$ cat config.mk
export PLATFORM = sky130hd
export DESIGN_NAME = gbd_front
export DESIGN_NICKNAME = d
export VERILOG_FILES = /design/src/hw/rtl/gbd_pkg.sv /design/src/hw/rtl/gbd_front.sv
export SDC_FILE = /design/constraint.sdc
export NUM_CORES = 2
export LEC_CHECK = 0
export BUFFER_PORTS_ARGS = -buffer_cell sky130_fd_sc_hd__buf_4
export CAP_MARGIN = 10
export CORE_UTILIZATION = 60
export DETAILED_ROUTE_END_ITERATION = 6
export PLACE_DENSITY = 0.81
export SYNTH_ARGS = -nofsm -noshare
export SYNTH_HDL_FRONTEND = slang
export SYNTH_SLANG_ARGS = --single-unit
$ cat constraint.sdc
create_clock -name vclk -period 10.5
set_input_delay 0 -clock vclk [all_inputs]
set_output_delay 0 -clock vclk [all_outputs]
set_load 0.01 [all_outputs]
$ cat src/hw/rtl/gbd_pkg.sv
// ----------------------------------------------------------------------------
// gbd_pkg
// Shared types and constants for the grid binning difference block.
// ----------------------------------------------------------------------------
package gbd_pkg;

  localparam int unsigned DEF_MAX_ROWS = 128;
  localparam int unsigned DEF_MAX_COLS = 128;
  localparam int unsigned FRAC_BITS    = 16;

  localparam int unsigned VAL_W   = 32;            // coordinate and sample width
  localparam int unsigned DLT_W   = 31;            // spacing width
  localparam int unsigned LIM_W   = 8;             // row / column count width
  localparam int unsigned EPS_W   = 14;            // width of the 10000 scale
  localparam int unsigned NUM_W   = 48;            // (d * 10000 + delta), signed
  localparam int unsigned DEN_W   = DLT_W + EPS_W; // delta * 10000, unsigned
  localparam int unsigned REM_W   = NUM_W - 1;     // positive dividend
  localparam int unsigned CMP_W   = DEN_W + LIM_W; // divisor shifted by a full quotient
  localparam int unsigned DIFF_W  = VAL_W + 1;
  localparam int unsigned STEP_W  = 3;             // quotient bit counter

  localparam logic [EPS_W-1:0] EPS_SCALE = EPS_W'(10000);
  localparam logic [DLT_W-1:0] DELTA_RST = DLT_W'(1) << FRAC_BITS;

  typedef enum logic [2:0] {
    CFG_X_MIN     = 3'd0,
    CFG_Y_MIN     = 3'd1,
    CFG_DELTA_X   = 3'd2,
    CFG_DELTA_Y   = 3'd3,
    CFG_NUM_COLS  = 3'd4,
    CFG_NUM_ROWS  = 3'd5,
    CFG_LAT_FIRST = 3'd6
  } cfg_idx_t;

  localparam logic CMD_LOAD  = 1'b0;
  localparam logic CMD_QUERY = 1'b1;

  typedef struct packed {
    logic [VAL_W-1:0] x_min;
    logic [VAL_W-1:0] y_min;
    logic [DLT_W-1:0] delta_x;
    logic [DLT_W-1:0] delta_y;
    logic [LIM_W-1:0] num_cols;
    logic [LIM_W-1:0] num_rows;
    logic             lat_first;
  } cfg_t;

  // One classified item on its way from the front to the back
  typedef struct packed {
    logic             cmd;
    logic             drop;
    logic [VAL_W-1:0] lon;
    logic [VAL_W-1:0] lat;
    logic [VAL_W-1:0] sample;
    logic [NUM_W-1:0] num_x;
    logic [DEN_W-1:0] den_x;
    logic [NUM_W-1:0] num_y;
    logic [DEN_W-1:0] den_y;
    logic [LIM_W-1:0] cols_lim;
    logic [LIM_W-1:0] rows_lim;
  } item_t;

  typedef struct packed {
    logic clearing;
    logic busy;
  } be_stat_t;

  typedef enum logic [2:0] {
    BE_CLR,
    BE_IDLE,
    BE_DIV,
    BE_LOOK,
    BE_DONE
  } be_state_t;

endpackage

$ cat src/hw/rtl/gbd_front.sv
// ----------------------------------------------------------------------------
// gbd_front
// Swaps coordinates, forms the scaled dividends and divisors, clamps limits.
// ----------------------------------------------------------------------------
module gbd_front #(
  parameter int unsigned MAX_ROWS = gbd_pkg::DEF_MAX_ROWS,
  parameter int unsigned MAX_COLS = gbd_pkg::DEF_MAX_COLS
) (
  input  gbd_pkg::cfg_t                    cfg,
  input  logic                             cmd,
  input  logic [gbd_pkg::VAL_W-1:0]        coord_a,
  input  logic [gbd_pkg::VAL_W-1:0]        coord_b,
  input  logic [gbd_pkg::VAL_W-1:0]        sample,
  output gbd_pkg::item_t                   item
);

  localparam int unsigned LW = 13;

  logic [gbd_pkg::VAL_W-1:0] lon, lat;
  logic signed [gbd_pkg::VAL_W:0] dx, dy;
  logic [LW-1:0] rows_ext, cols_ext;

  always_comb begin
    lon = cfg.lat_first ? coord_b : coord_a;
    lat = cfg.lat_first ? coord_a : coord_b;
    dx  = $signed({lon[gbd_pkg::VAL_W-1], lon}) - $signed({cfg.x_min[gbd_pkg::VAL_W-1], cfg.x_min});
    dy  = $signed({lat[gbd_pkg::VAL_W-1], lat}) - $signed({cfg.y_min[gbd_pkg::VAL_W-1], cfg.y_min});
    rows_ext = LW'(cfg.num_rows);
    cols_ext = LW'(cfg.num_cols);

    item.cmd    = cmd;
    item.lon    = lon;
    item.lat    = lat;
    item.sample = sample;
    item.num_x  = gbd_pkg::NUM_W'($signed(gbd_pkg::NUM_W'(dx) * $signed({1'b0, gbd_pkg::EPS_SCALE})))
                + gbd_pkg::NUM_W'(cfg.delta_x);
    item.num_y  = gbd_pkg::NUM_W'($signed(gbd_pkg::NUM_W'(dy) * $signed({1'b0, gbd_pkg::EPS_SCALE})))
                + gbd_pkg::NUM_W'(cfg.delta_y);
    item.den_x  = gbd_pkg::DEN_W'(cfg.delta_x) * gbd_pkg::DEN_W'(gbd_pkg::EPS_SCALE);
    item.den_y  = gbd_pkg::DEN_W'(cfg.delta_y) * gbd_pkg::DEN_W'(gbd_pkg::EPS_SCALE);
    item.rows_lim = (rows_ext > LW'(MAX_ROWS)) ? gbd_pkg::LIM_W'(MAX_ROWS) : cfg.num_rows;
    item.cols_lim = (cols_ext > LW'(MAX_COLS)) ? gbd_pkg::LIM_W'(MAX_COLS) : cfg.num_cols;
    // zero spacing or an empty grid lands nowhere
    item.drop = (cfg.delta_x == '0) || (cfg.delta_y == '0) ||
                (cfg.num_rows == '0) || (cfg.num_cols == '0);
  end

endmodule

==> run_results.csv <==
group,metric,value,unit
finish,drive_above_1_share,14.4,%
critical_path,critPathSlowestCell,"o41ai_1",
timing,finalCriticalPeriod,9790,ps
timing,fmax,102,MHz
yosys,synth_top_area_share,29.3,%
die,pin_count,540,
place,place_area,34100,um2
yosys,syn_area,30300,um2
yosys,yosys_warnings,0,
finish,area.growth.synth_to_final,12.5,%
critical_path,cp-endpoint,"item[201]",
timing,worst_pin_slew,975,ps
place,place_hpwl,71.8,mm
yosys,netlist_instances,3578,
critical_path,worstSetupStartpoint,"cfg[0]",
route,ant_nets,0,
global_routing,grt_overflow_total,0,
yosys,synthMuxAreaShare,2.46,%
yosys,yosys.area_share.simple,10.6,%
critical_path,worstPathRequired,10500,ps
yosys,synth_top_family_by_area,"adder cells",
yosys,synth_area_leader_cell,"ha_1",
global_routing,grt_pass1_vias,25420,
die,coreArea,49400,um2
critical_path,critPathCaptureType,"output port",
route,drt_pre_antenna_iters,5,
finish,flops_and_latches,0,
critical_path,cp_max_fo,17,
global_routing,grt_max_degree,49,
route,drt-total-wl,79.7,mm
finish,clock_buffers,0,
hold_path,hp-class,"in -> out",
die,fp.dieH,227,um
yosys,ys_top_cells_by_count,"inv_1, ha_1, fa_1",
route,dr_total_vias,25707,
run_status,outcome,"completed",
clocking,hold_buffers,0,
route,vias_per_cell,5.56,
yosys,synth_fa_ha_area_share,52.7,%
global_routing,grt_antenna_before_repair,3,
global_routing,grt.total_usage,30.8,%
finish,fin_nets,5265,
timing,slew_headroom,33.3,%
yosys,syn_area_per_cell,8.47,um2
yosys,synthXorXnorAreaFrac,7.71,%
timing,finalHoldViolations,0,
die,start_util,61.4,%
die,die_area,51400,um2
timing,finalSetupTns,0,ps
clocking,cts_resized,0,
clocking,cts_post_setup_buffers_inserted,0,
critical_path,cp_data_arrival_time,9790,ps
route,drtIter0Drc,1372,
timing,drv_slew,0,
die,die_w,227,um
yosys,yosys-top-cells-area,"ha_1, fa_1, inv_1",
place,globalplace.congestion,0.976,
die,num_rows,81,
yosys,seq_area_frac_synth,0,%
yosys,synth.most_common_cell,"inv_1",
critical_path,critPathKind,"in -> out",
global_routing,grt_pass1_wl,128,mm
flow_run,max_cap_viol_count,0,
place,io_buffers,466,
yosys,synth_compound_area_share,15.6,%
critical_path,slowest_delay,630,ps
finish,seq_area,0,um2
timing,post-route-period-util,93.2,%
route,wl_per_cell,17.2,um
finish,final_area,34100,um2
route,drc,0,
critical_path,setup.worst_path.start_class,"input pin",
yosys,synthDistinctLibCells,92,
timing,finalSetupViolations,0,
timing,rsz0062_at_grt,"no",
finish,multiInputGateArea,27000,um2
finish,fill_cells,4077,
critical_path,cpMostUsedCell,"ha_1",
## cell usage in the layout (no fill, tap or decap), drive strengths merged, types with 5 or more instances in the layout
cell and count:
and4 5, and2 31, nand3b 6, fa 354, nor2 170, a41oi 5
o2111ai 5, a221oi 5, inv 733, a21boi 7, nor3 38, o211ai 25
and3 35, a311oi 10, ha 710, or2 8, o21bai 31, mux2 60
a211o 13, mux2i 7, nor4 13, xnor2 179, a211oi 21, nor2b 47
a21o 142, buf 467, or3 10, o21a 30, o21ai 118, nand3 45
o22ai 7, nand2b 33, a21oi 234, a31oi 13, nand4 40, nand2 142
xor2 87, conb 8, o31ai 10, a31o 6
## worst max-delay path, delay by kind of cell
family / cells / cell delay, ps
buffers and inverters: 4 / 500
xor gates and xnor gates: 2 / 610
AOI/OAI and AO/OA: 13 / 2740
muxes: 1 / 390
adders and majority gates: 8 / 3500
and+or+nand+nor: 9 / 2010
## layout make-up
cell class | count | share of cell area [%]
Multi-Input combinational cell | 2759 | 79.2
Antenna cell | 4 | 0.0294
Timing Repair Buffer | 467 | 10.3
Tap cell | 664 | 2.44
Inverter | 733 | 8.07
## how the worst min path moves through the flow
stage / from / end / slack (ps) / cells after the start
2_1_floorplan: cfg[8] / item[0] / 50 / 1
3_3_place_gp: sample[2] / item[204] / 0.07 / 0
3_5_place_dp: sample[2] / item[204] / 0.07 / 0
4_1_cts: sample[2] / item[204] / 0.07 / 0
5_1_grt: sample[11] / item[213] / 0.03 / 0
6_report: sample[19] / item[221] / 0.003 / 0
## cells by family after synthesis
kind of cell | count (synthesis)
fa+ha+maj | 1064
simple gates | 635
compound gates | 719
other cells | 1
xor+xnor | 266
mux | 67
buf+inv | 826
## metal layers
layer	global-route usage [%]	vias up	routed length (um)
met5	0	-	12
met2	52.8	656	38000
li1	-	12698	-
met1	40.9	12242	35600
met3	4.83	109	4450
met4	6.10	2	1660
## per-stage QoR
stage,setup slack (ps),cells,hold slack (ps),util (%)
detailed placement,880,4623,0.0686,69.1
CTS,816,4623,0.0686,69.1
floorplan,1680,3585,46.4,-
global route,163,4624,0.0288,69.1
global placement,1040,4623,0.0686,69.1
finish,711,4627,0.00337,69.1
Power is not shown: default switching activity piles up to over one toggle a cycle in this logic, so the estimate is an artifact.
