**config.mk**
```make
export PLATFORM = sky130hd
export DESIGN_NAME = gbd_fifo
export DESIGN_NICKNAME = d
export VERILOG_FILES = /design/src/hw/rtl/gbd_pkg.sv /design/src/hw/rtl/gbd_fifo.sv
export SDC_FILE = /design/constraint.sdc
export NUM_CORES = 1
export LEC_CHECK = 0
export BUFFER_PORTS_ARGS = -buffer_cell sky130_fd_sc_hd__buf_4
export CORE_AREA = 4 4 232 234
export CTS_BUF_LIST = sky130_fd_sc_hd__clkbuf_8
export DETAILED_ROUTE_END_ITERATION = 10
export DIE_AREA = 0 0 236 238
export GPL_ROUTABILITY_DRIVEN = 0
export GPL_TIMING_DRIVEN = 0
export PLACE_DENSITY = 0.69
export SLEW_MARGIN = 10
export SYNTH_ARGS = -nofsm -noshare
export SYNTH_HDL_FRONTEND = slang
export SYNTH_SLANG_ARGS = --single-unit
```
**constraint.sdc**
```tcl
create_clock -name clk -period 23.9 [get_ports clk]
set_input_delay 1.195 -clock clk [delete_from_list [all_inputs] [get_ports clk]]
set_output_delay 1.195 -clock clk [all_outputs]
set_load 0.02 [all_outputs]
```
**src/hw/rtl/gbd_pkg.sv**
```systemverilog
// ----------------------------------------------------------------------------
// gbd_pkg
// Shared types and constants for the grid binning difference block.
// ----------------------------------------------------------------------------
package gbd_pkg;

  localparam int unsigned DEF_MAX_ROWS = 128;
  localparam int unsigned DEF_MAX_COLS = 128;
  localparam int unsigned FRAC_BITS    = 16;

  localparam int unsigned VAL_W   = 32;            // coordinate and sample width
  localparam int unsigned DLT_W   = 31;            // spacing width
  localparam int unsigned LIM_W   = 8;             // row / column count width
  localparam int unsigned EPS_W   = 14;            // width of the 10000 scale
  localparam int unsigned NUM_W   = 48;            // (d * 10000 + delta), signed
  localparam int unsigned DEN_W   = DLT_W + EPS_W; // delta * 10000, unsigned
  localparam int unsigned REM_W   = NUM_W - 1;     // positive dividend
  localparam int unsigned CMP_W   = DEN_W + LIM_W; // divisor shifted by a full quotient
  localparam int unsigned DIFF_W  = VAL_W + 1;
  localparam int unsigned STEP_W  = 3;             // quotient bit counter

  localparam logic [EPS_W-1:0] EPS_SCALE = EPS_W'(10000);
  localparam logic [DLT_W-1:0] DELTA_RST = DLT_W'(1) << FRAC_BITS;

  typedef enum logic [2:0] {
    CFG_X_MIN     = 3'd0,
    CFG_Y_MIN     = 3'd1,
    CFG_DELTA_X   = 3'd2,
    CFG_DELTA_Y   = 3'd3,
    CFG_NUM_COLS  = 3'd4,
    CFG_NUM_ROWS  = 3'd5,
    CFG_LAT_FIRST = 3'd6
  } cfg_idx_t;

  localparam logic CMD_LOAD  = 1'b0;
  localparam logic CMD_QUERY = 1'b1;

  typedef struct packed {
    logic [VAL_W-1:0] x_min;
    logic [VAL_W-1:0] y_min;
    logic [DLT_W-1:0] delta_x;
    logic [DLT_W-1:0] delta_y;
    logic [LIM_W-1:0] num_cols;
    logic [LIM_W-1:0] num_rows;
    logic             lat_first;
  } cfg_t;

  // One classified item on its way from the front to the back
  typedef struct packed {
    logic             cmd;
    logic             drop;
    logic [VAL_W-1:0] lon;
    logic [VAL_W-1:0] lat;
    logic [VAL_W-1:0] sample;
    logic [NUM_W-1:0] num_x;
    logic [DEN_W-1:0] den_x;
    logic [NUM_W-1:0] num_y;
    logic [DEN_W-1:0] den_y;
    logic [LIM_W-1:0] cols_lim;
    logic [LIM_W-1:0] rows_lim;
  } item_t;

  typedef struct packed {
    logic clearing;
    logic busy;
  } be_stat_t;

  typedef enum logic [2:0] {
    BE_CLR,
    BE_IDLE,
    BE_DIV,
    BE_LOOK,
    BE_DONE
  } be_state_t;

endpackage

```
**src/hw/rtl/gbd_fifo.sv**
```systemverilog
// ----------------------------------------------------------------------------
// gbd_fifo
// Two-entry queue between the front and the back.
// ----------------------------------------------------------------------------
module gbd_fifo (
  input  logic           clk,
  input  logic           rst_n,
  input  logic           push,
  input  gbd_pkg::item_t push_data,
  input  logic           pop,
  output gbd_pkg::item_t pop_data,
  output logic           full,
  output logic           empty,
  output logic [1:0]     count
);

  gbd_pkg::item_t slot_r [2];
  logic           wptr_r, wptr_nxt;
  logic           rptr_r, rptr_nxt;
  logic [1:0]     cnt_r, cnt_nxt;

  always_comb begin
    wptr_nxt = push ? ~wptr_r : wptr_r;
    rptr_nxt = pop  ? ~rptr_r : rptr_r;
    cnt_nxt  = cnt_r + 2'(push) - 2'(pop);
  end

  always_ff @(posedge clk) begin
    if (!rst_n) begin
      wptr_r <= 1'b0;
      rptr_r <= 1'b0;
      cnt_r  <= 2'd0;
    end else begin
      wptr_r <= wptr_nxt;
      rptr_r <= rptr_nxt;
      cnt_r  <= cnt_nxt;
    end
  end

  always_ff @(posedge clk) begin
    if (push) slot_r[wptr_r] <= push_data;
  end

  assign pop_data = slot_r[rptr_r];
  assign full     = (cnt_r == 2'd2);
  assign empty    = (cnt_r == 2'd0);
  assign count    = cnt_r;

endmodule

```
==> results of run 1 <==
-- flip-flops by register name, indices dropped and copies added (netlist names), named ones only --
signal,cells
count,2
rptr_r,1
slot_r,600
wptr_r,1
-- metal layers --
metal | track usage [%] | vias up | part of all wire [%]
li1 | - | 5290 | -
met1 | 18.7 | 5800 | 35
met2 | 31.9 | 435 | 54
met3 | 6.23 | 95 | 8.3
met4 | 7.71 | 2 | 3.4
met5 | 0 | - | 0.013
-- report_power, final --
part / total (mW) / internal (mW) / switching, mW
registers: 1.24 / 1.23 / 0.0124
clock network: 0.777 / 0.400 / 0.378
logic: 0.355 / 0.171 / 0.183
-- logic make-up after synthesis --
| kind of cell | Yosys count |
|---|---|
| DFF | 605 |
| muxes | 300 |
| AOI/OAI and AO/OA | 1 |
| and+or+nand+nor | 9 |
| adders and majority gates | 2 |
| buffers and inverters | 35 |
| xor gates and xnor gates | 2 |
-- worst min-delay path, delay by kind of cell (launching register included) --
| family | cells | cell delay, ns |
|---|---|---|
| flip-flops | 1 | 0.32 |
| AND/OR/NAND/NOR | 1 | 0.14 |
| XOR/XNOR | 1 | 0.07 |
-- stage by stage --
| stage | worst slack [ns] | utilization [%] | hold slack [ns] |
|---|---|---|---|
| 6_report | 20.60 | 57.0 | 0.577 |
| 5_1_grt | 20.45 | 57.0 | 0.607 |
| 4_1_cts | 20.39 | 57.0 | 0.585 |
| 3_5_place_dp | 20.45 | 53.7 | 0.573 |
| 3_3_place_gp | 0.637 | 52.8 | 0.567 |
| 2_1_floorplan | 8.70 | - | 0.555 |
-- synthesized netlist by cell type (all sizes together) --
cell type / count / share of area (%)
ha: 2 / 0.11
and2: 4 / 0.11
dfxtp: 5 / 0.45
edfxtp: 600 / 82
clkbuf: 30 / 1.9
o21a: 1 / 0.034
nor2: 1 / 0.017
buf: 3 / 0.15
xor2: 1 / 0.040
xnor3: 1 / 0.10
mux2: 300 / 15
nor2b: 4 / 0.11
inv: 2 / 0.034
-- worst paths after layout --
kind                                start  cells after the start             end
worst min-delay path               rptr_r                      2       flip-flop
worst max-delay path            flip-flop                      4   pop_data[251]
worst min register to register     rptr_r                      2       flip-flop
worst max register to register     wptr_r                      6  slot_r[0][241]
-- placed cells by master, fill, tap and decap left out --
cell type	netlist	final
sky130_fd_sc_hd__and2_1	4	3
sky130_fd_sc_hd__and2_4	0	1
sky130_fd_sc_hd__buf_12	0	8
sky130_fd_sc_hd__buf_16	0	10
sky130_fd_sc_hd__buf_4	0	607
sky130_fd_sc_hd__buf_6	3	3
sky130_fd_sc_hd__bufinv_16	0	1
sky130_fd_sc_hd__clkbuf_8	30	131
sky130_fd_sc_hd__clkinv_1	0	26
sky130_fd_sc_hd__clkinv_2	0	8
sky130_fd_sc_hd__clkinv_4	0	1
sky130_fd_sc_hd__clkinvlp_4	0	2
sky130_fd_sc_hd__dfxtp_1	5	5
sky130_fd_sc_hd__diode_2	0	3
sky130_fd_sc_hd__edfxtp_1	600	600
sky130_fd_sc_hd__ha_1	2	2
sky130_fd_sc_hd__inv_1	2	36
sky130_fd_sc_hd__mux2_2	300	300
sky130_fd_sc_hd__nor2_1	1	1
sky130_fd_sc_hd__nor2b_1	4	3
sky130_fd_sc_hd__nor2b_4	0	1
sky130_fd_sc_hd__o21a_1	1	1
sky130_fd_sc_hd__xnor3_1	1	1
sky130_fd_sc_hd__xor2_1	1	1
-- area by class of cell --
class | instances | area, um2 | share of cell area, %
sequential | 605 | 18100 | 61.1
timing repair buffer | 625 | 4990 | 16.8
multi-input combinational | 314 | 3510 | 11.8
clock buffer | 101 | 1390 | 4.69
tap | 688 | 861 | 2.90
buffer | 33 | 447 | 1.51
clock inverter | 72 | 319 | 1.08
inverter | 2 | 7.51 | 0.0253
antenna | 3 | 7.51 | 0.0253
==> flow_summary.json, run 1 <==
{
  "synth_fa_ha_area_share_pct": 0.113,
  "synth_compound_gate_area_share_pct": 0.0340,
  "gr_util_all_layers_pct": 17.7,
  "outcome": "completed",
  "criticalPathCategory": "reg2out",
  "finalSetupViolations": 0,
  "dpl-instance-area_um2": 27900,
  "crit_fanout": 10,
  "ys_seq_area_share_pct": 82.1,
  "detail_route.vias_per_cell": 4.76,
  "grt.overflow.total": 0,
  "floorplan.initialDensity_pct": 42.4,
  "cts_setup_buffers": 0,
  "chipWidth_um": 236,
  "die_height_um": 238,
  "drv_slew": 0,
  "post_layout_nonfiller_instances": 2443,
  "detail_route.first_pass.iterations": 4,
  "areaGrowthSynthToFinish_pct": 34.3,
  "grt_antenna_before_repair": 4,
  "reg2reg_slack_ns": 21.53,
  "vdd.ir_drop.worst_mv": 0.0588,
  "synth_area_um2": 22100,
  "numClockSinks": 605,
  "synthesis.instances": 954,
  "grt_first_pass_wirelength_mm": 75.5,
  "num-fill-cells": 3986,
  "max_cap_viol_count": 0,
  "insertion_delay_ns": 0.65,
  "sequence_of_cells_on_the_critical_path": "buf_6 > clkbuf_8 > mux2_2 > buf_4",
  "die_area_um2": 56200,
  "detail_route.wl_per_cell_um": 21.3,
  "ctsLongestPathBuffers": 3,
  "yosys_warnings": 0,
  "max_freq_ghz": 0.303,
  "hold_violations": 0,
  "synth_cell_type_count": 13,
  "dpl.hpwl_mm": 37.9,
  "pwr_density_cell_nw_per_um2": 80.0,
  "clock-skew-final_ns": 0.0210,
  "critical-path-max-stage-delay_ns": 0.39,
  "fin_tns_setup_ns": 0,
  "clkSlewWorstSetupHoldPaths_ns": 0.05,
  "endpoint_kind": "primary output",
  "p_leak_nw": 11.2,
  "design_power_total_mw": 2.37,
  "critical-path-slowest-cell": "sky130_fd_sc_hd__dfxtp_1",
  "min_period_over_period_pct": 13.8,
  "placeableCoreArea_um2": 52000,
  "grt_pass1_vias": 12700,
  "final_layout_size_suffix_gt1_share_pct": 61.2,
  "initialDrtViolationCount": 555,
  "fp-row-count": 84,
  "drtAntennaViolNets": 0,
  "place.detailed.instances": 2267,
  "synth_mux_area_share_pct": 15.3,
  "main_combinational_cell_family_by_area_after_synthesis": "multiplexers",
  "cts_made_buffers": 97,
  "cp.arrival_ns": 2.10,
  "portBuffers": 607,
  "required_ns": 22.71,
  "grt_setup_unrepaired": "false",
  "synthSimpleGateAreaFrac_pct": 0.244,
  "worst_hold_path_type": "reg2reg",
  "max_slew.worst_pin.slew_ns": 0.672,
  "maxSlewHeadroom_pct": 55.1,
  "yosys_register_bits": 605,
  "clk_root_buffer_cell": "sky130_fd_sc_hd__clkbuf_8",
  "top_level_ports": 608,
  "cts-hold-fix-buffers": 0,
  "tritoncts_clock_tree": "done",
  "timing.final.crit_period_ns": 3.30,
  "start_kind": "flip-flop",
  "postRouteWirelength_mm": 52.1,
  "synth_xor_area_share_pct": 0.142,
  "cts_resized": 0,
  "nets": 1984,
  "grt_start_max_net_pins": 55,
  "synth_nets": 1260,
  "fin_area_um2": 29600,
  "drc": 0,
  "avgSynthCellArea_um2": 23.1,
  "via_count": 11600,
  "critical_path.top_delay_family": "buffers and inverters",
  "cts_htree_levels": 3,
  "critPathBufInv": 3
}
(Power assumes the default switching activity.)
==> run 2, diff against run 1 <==
- CORE_AREA: 4 4 232 234 -> 4 4 233 235
- DIE_AREA: 0 0 236 238 -> 0 0 237 239
- clock period: 23.9 -> 3.15 ns (I/O delays scaled with it)
==> flow_summary.json, run 2 (synthesis results as in run 1) <==
{
  "internal_power_mw": 13.9,
  "cp.arrival_ns": 2.81,
  "power.share.switching_pct": 25.0,
  "chipWidth_um": 237,
  "criticalPathCategory": "reg2reg",
  "detail_route.first_pass.iterations": 5,
  "max_freq_ghz": 0.405,
  "postRouteWirelength_mm": 58.3,
  "dpl.hpwl_mm": 38.3,
  "via_count": 13000,
  "tritoncts_clock_tree": "done",
  "grt.overflow.total": 0,
  "finalSetupViolations": 0,
  "p_leak_nw": 12.5,
  "gr_util_all_layers_pct": 20.0,
  "sequence_of_cells_on_the_critical_path": "nor2b_4 > buf_12 > buf_12 > buf_16 > buf_12 > buf_12",
  "clk_root_buffer_cell": "sky130_fd_sc_hd__clkbuf_8",
  "critical_path.top_delay_family": "buffers and inverters",
  "grt_setup_unrepaired": "false",
  "worst_slack_ns": 0.683,
  "cts-hold-fix-buffers": 304,
  "die_area_um2": 56600,
  "top_level_ports": 608,
  "clkSlewWorstSetupHoldPaths_ns": 0.06,
  "worst_hold_path_type": "in2reg",
  "cts_made_buffers": 97,
  "maxSlewHeadroom_pct": 46.8,
  "layout_commonest_cell": "sky130_fd_sc_hd__buf_4",
  "grt_pass1_vias": 14500,
  "final_core_util_pct": 62.5,
  "critical-path-max-stage-delay_ns": 0.63,
  "cts_htree_levels": 3,
  "fin_tns_setup_ns": 0,
  "grt_start_max_net_pins": 58,
  "max_cap_viol_count": 0,
  "max_slew.worst_pin.slew_ns": 0.797,
  "nets": 2287,
  "max_flop_register": "slot_r",
  "outcome": "completed",
  "portBuffers": 607,
  "insertion_delay_ns": 0.67,
  "largest_register_ffs": 600,
  "total_area_of_multi_input_combinational_cells_um2": 3510,
  "endpoint_kind": "flip-flop",
  "pwr-share-seq_pct": 50.8,
  "cts_resized": 0,
  "fp-row-count": 84,
  "power.switching_mw": 4.65,
  "grt_first_pass_wirelength_mm": 86.1,
  "crit_fanout": 28,
  "hold_violations": 0,
  "dpl_worst_slack_ns": 0.661,
  "numClockSinks": 605,
  "detail_route.wl_per_cell_um": 21.2,
  "pwr_density_cell_nw_per_um2": 568,
  "comb_power_share_pct": 16.5,
  "post_layout_nonfiller_instances": 2747,
  "sequential_cell_area_um2": 18100,
  "die_height_um": 239,
  "clock_power_share_pct": 32.7,
  "areaGrowthSynthToFinish_pct": 48.1,
  "vdd.ir_drop.worst_mv": 0.432,
  "cts_setup_buffers": 0,
  "fin_area_um2": 32700,
  "critical-path-slowest-cell": "sky130_fd_sc_hd__nor2b_4",
  "drtAntennaViolNets": 0,
  "critPathBufInv": 5,
  "dpl-instance-area_um2": 27900,
  "ctsLongestPathBuffers": 3,
  "required_ns": 3.49,
  "floorplan.initialDensity_pct": 42.2,
  "start_kind": "flip-flop",
  "initialDrtViolationCount": 531,
  "detail_route.vias_per_cell": 4.73,
  "place.detailed.instances": 2266,
  "final_layout_size_suffix_gt1_share_pct": 52.4,
  "grt_antenna_before_repair": 7,
  "timing.final.crit_period_ns": 2.47,
  "drv_slew": 0,
  "placeableCoreArea_um2": 52200,
  "min_period_over_period_pct": 78.3,
  "drc": 0,
  "most_prevalent_standard_cell_on_the_critical_path": "sky130_fd_sc_hd__buf_12",
  "clock-skew-final_ns": 0.0246,
  "num-fill-cells": 3547,
  "most-common-layout-cells": "607 x sky130_fd_sc_hd__buf_4, 600 x sky130_fd_sc_hd__edfxtp_1, 304 x sky130_fd_sc_hd__dlygate4sd3_1, 300 x sky130_fd_sc_hd__mux2_2, 127 x sky130_fd_sc_hd__clkbuf_8",
  "reg2reg_slack_ns": 0.68
}
run 2: per-layer routing:
layer  vias to the layer above  global-route usage, %  share of wire (%)
met3                       122                   5.69                7.0
met1                      6485                   22.6                 37
met2                       493                   35.3                 53
met5                         -                      0              0.022
li1                       5898                      -                  -
met4                         2                   8.92                3.5
run 2: final timing paths:
path	from	endpoint	cells past startpoint
hold reg to reg	rptr_r	flip-flop	2
setup reg to reg	wptr_r	slot_r[0][23]	6
hold / removal	push_data[279]	slot_r[1][279]	2
setup / recovery	wptr_r	slot_r[0][23]	6
run 2: power groups by stage:
| stage | Combinational, mW | Sequential [mW] | Clock, mW |
|---|---|---|---|
| after floorplan | 1.39 | 9.61 | 0 |
| after global placement | 2.63 | 9.66 | 0 |
| after detailed placement | 2.74 | 9.58 | 0 |
| after CTS | 3.08 | 9.42 | 6.24 |
| after global routing | 3.23 | 9.45 | 6.68 |
| final | 3.07 | 9.42 | 6.07 |
run 2: area by class of cell:
type | count | share of cell area [%]
Sequential cell | 605 | 55.5
Timing Repair Buffer | 928 | 24.5
Multi-Input combinational cell | 314 | 10.7
Clock buffer | 97 | 4.09
Tap cell | 688 | 2.63
Buffer | 33 | 1.37
Clock inverter | 74 | 1.19
Antenna cell | 6 | 0.0460
Inverter | 2 | 0.0230
run 2: through the flow:
step | hold WS, ns | power, mW
after floorplan | 0.256 | 11.0
after global placement | 0.342 | 12.3
after detailed placement | 0.345 | 12.3
after CTS | 0.109 | 18.7
after global routing | 0.149 | 19.4
final | 0.201 | 18.6
==> run 3, diff against run 2 <==
- ABC_AREA: not set -> 1
- clock period: 3.15 -> 2.4 ns (I/O delays scaled with it)
==> flow_summary.json, run 3 <==
{
  "outcome": "completed",
  "async_reset_ff_share_pct": 0,
  "hold-worst-slack_ns": 0.183,
  "max_flop_register": "slot_r",
  "drc": 0,
  "postRouteWirelength_mm": 58.6,
  "ctsLongestPathBuffers": 3,
  "die_height_um": 239,
  "max_freq_ghz": 0.441,
  "fin_tns_setup_ns": 0,
  "finalSetupViolations": 0,
  "via_count": 13100,
  "hold_path_depth": 2,
  "grt_pass1_vias": 14600,
  "layout_commonest_cell": "sky130_fd_sc_hd__buf_4",
  "clock-skew-final_ns": 0.0347,
  "placeableCoreArea_um2": 52200,
  "cts_made_buffers": 95,
  "clkSlewWorstSetupHoldPaths_ns": 0.07,
  "drtAntennaViolNets": 0,
  "grt_start_max_net_pins": 36,
  "pwr_density_cell_nw_per_um2": 728,
  "synth_area_um2": 22100,
  "ys_seq_area_share_pct": 82.1,
  "hold_violations": 0,
  "synth_edf_count": 600,
  "endpoint_kind": "flip-flop",
  "gr_util_all_layers_pct": 19.9,
  "criticalPathCategory": "reg2reg",
  "max_slew.worst_pin.slew_ns": 0.699,
  "cts_setup_buffers": 0,
  "reg2reg_slack_ns": 0.13,
  "avgSynthCellArea_um2": 22.8,
  "fp-row-count": 84,
  "synthesis.instances": 966,
  "cell_types_with_the_largest_area_share_after_synthesis": "sky130_fd_sc_hd__edfxtp_1 82%, sky130_fd_sc_hd__mux2_2 15%, sky130_fd_sc_hd__clkbuf_8 1.9%",
  "maxSlewHeadroom_pct": 53.1,
  "synthFlopType": "sky130_fd_sc_hd__edfxtp_1",
  "top_level_ports": 608,
  "final_layout_size_suffix_gt1_share_pct": 51.9,
  "clk_root_buffer_cell": "sky130_fd_sc_hd__clkbuf_8",
  "grt_antenna_before_repair": 4,
  "dpl-instance-area_um2": 28000,
  "yosysMostFrequentCell": "sky130_fd_sc_hd__edfxtp_1",
  "nets": 2303,
  "most-common-layout-cells": "607 x sky130_fd_sc_hd__buf_4, 600 x sky130_fd_sc_hd__edfxtp_1, 304 x sky130_fd_sc_hd__dlygate4sd3_1, 300 x sky130_fd_sc_hd__mux2_2, 127 x sky130_fd_sc_hd__clkbuf_8",
  "hold_path_end": "slot_r[1][54]",
  "detail_route.wl_per_cell_um": 21.3,
  "chipWidth_um": 237,
  "synth.largest_area_cell": "sky130_fd_sc_hd__edfxtp_1",
  "grt.overflow.total": 0,
  "numClockSinks": 605,
  "grt_first_pass_wirelength_mm": 85.8,
  "timing.final.crit_period_ns": 2.27,
  "yosys_warnings": 0,
  "start_kind": "flip-flop",
  "synth_top_area_share_pct": 81.6,
  "cp.arrival_ns": 2.59,
  "worst_hold_path_type": "in2reg",
  "insertion_delay_ns": 0.66,
  "detail_route.first_pass.iterations": 4,
  "die_area_um2": 56600,
  "max_cap_viol_count": 0,
  "design_power_total_mw": 23.8,
  "r2r_end": "slot_r[1][28]",
  "initialDrtViolationCount": 656,
  "synth_nets": 1272,
  "fin_area_um2": 32700,
  "crit_fanout": 35,
  "p_leak_nw": 12.5,
  "largest_register_ffs": 600,
  "tritoncts_clock_tree": "done",
  "min_period_over_period_pct": 94.5,
  "detail_route.vias_per_cell": 4.74,
  "min_from": "push_data[54]",
  "drv_slew": 0,
  "synth_cell_type_count": 11,
  "vdd.ir_drop.worst_mv": 0.542,
  "yosys_register_bits": 605,
  "regToRegStartpoint": "wptr_r",
  "floorplan.initialDensity_pct": 42.2,
  "worstRegToRegCells": 6,
  "dpl.hpwl_mm": 38.8,
  "synth.top_cells.by_count": "600 x sky130_fd_sc_hd__edfxtp_1, 300 x sky130_fd_sc_hd__mux2_2, 30 x sky130_fd_sc_hd__clkbuf_8",
  "areaGrowthSynthToFinish_pct": 48.2,
  "cts_htree_levels": 3,
  "portBuffers": 607,
  "grt_setup_unrepaired": "false",
  "required_ns": 2.72
}
## run 3: cell count changes after synthesis
cell,previous run,this run
sky130_fd_sc_hd__xnor3_1,1,0
sky130_fd_sc_hd__o21a_1,1,0
sky130_fd_sc_hd__nand2_1,0,8
sky130_fd_sc_hd__a21oi_1,0,1
sky130_fd_sc_hd__nor2_1,1,9
sky130_fd_sc_hd__and2_1,4,0
sky130_fd_sc_hd__inv_1,2,7
sky130_fd_sc_hd__xor2_1,1,0
sky130_fd_sc_hd__nand3_1,0,1
sky130_fd_sc_hd__nor2b_1,4,0
## run 3: metal layers
metal	wire length [um]	up-vias	GRT usage [%]
li1	-	5924	-
met1	20500	6528	20.9
met2	31100	502	35.8
met3	4940	119	7.29
met4	2040	0	8.56
met5	0	-	0
## run 3: cells by family (layout without fill, tap and decap cells)
logic type,count (synthesis),after routing,synth area share [%]
AO/OA/AOI/OAI,1,1,0.0227
adder cells (fa/ha/maj),2,2,0.113
buffers and inverters,40,1138,2.14
flip-flops,605,605,82.1
multiplexers,300,300,15.3
other,0,4,0
AND/OR/NAND/NOR,18,18,0.312
## run 3: how the worst max path moves through the flow
stage	end	slack, ns	startpoint
after floorplan	slot_r[1][0]	-2.89	wptr_r
after global placement	slot_r[1][102]	-5.70	wptr_r
after detailed placement	slot_r[1][110]	0.02	wptr_r
after CTS	slot_r[1][13]	0.01	wptr_r
after global routing	slot_r[1][102]	0.04	wptr_r
final	slot_r[1][28]	0.13	wptr_r
## run 3: critical path, cell delays in order, from the launching register on
cell                         delay (ns)
sky130_fd_sc_hd__dfxtp_2           0.37
sky130_fd_sc_hd__nand2_2           0.14
sky130_fd_sc_hd__clkinvlp_4        0.38
sky130_fd_sc_hd__buf_12            0.28
sky130_fd_sc_hd__buf_12            0.24
sky130_fd_sc_hd__buf_12            0.24
sky130_fd_sc_hd__buf_12            0.26
## run 3: power by group
group | switching [mW] | internal, mW | leakage, nW
combinational | 1.81 | 1.85 | 5.84
clock | 3.82 | 3.93 | 0.993
sequential | 0.131 | 12.3 | 5.67
## run 3: through the flow
step	setup WS, ns	utilization (%)	std cells
after floorplan	-2.89	-	966
after global placement	-5.70	52.6	2261
after detailed placement	0.0152	53.6	2283
after CTS	0.0102	62.6	2751
after global routing	0.0424	62.6	2755
final	0.131	62.6	2756
## run 3: what timing repair did
| action | 4_1_cts | 5_1_grt |
|---|---|---|
| hold buffers | 304 | 0 |
| hold endpoints to repair | 616 | 0 |
| endpoints found under the setup margin | 0 | 35 |
| gates resized for setup | 0 | 0 |
## run 3: area by class of cell
type                       count  area [um2]
timing repair inverter         1        5.00
multi-input combinational    321        3490
fill                        3603       19500
clock buffer                  97        1340
timing repair buffer         933        8090
antenna                        4        10.0
buffer                        33         447
inverter                       7        30.0
clock inverter                67         322
tap                          688         861
sequential                   605       18100
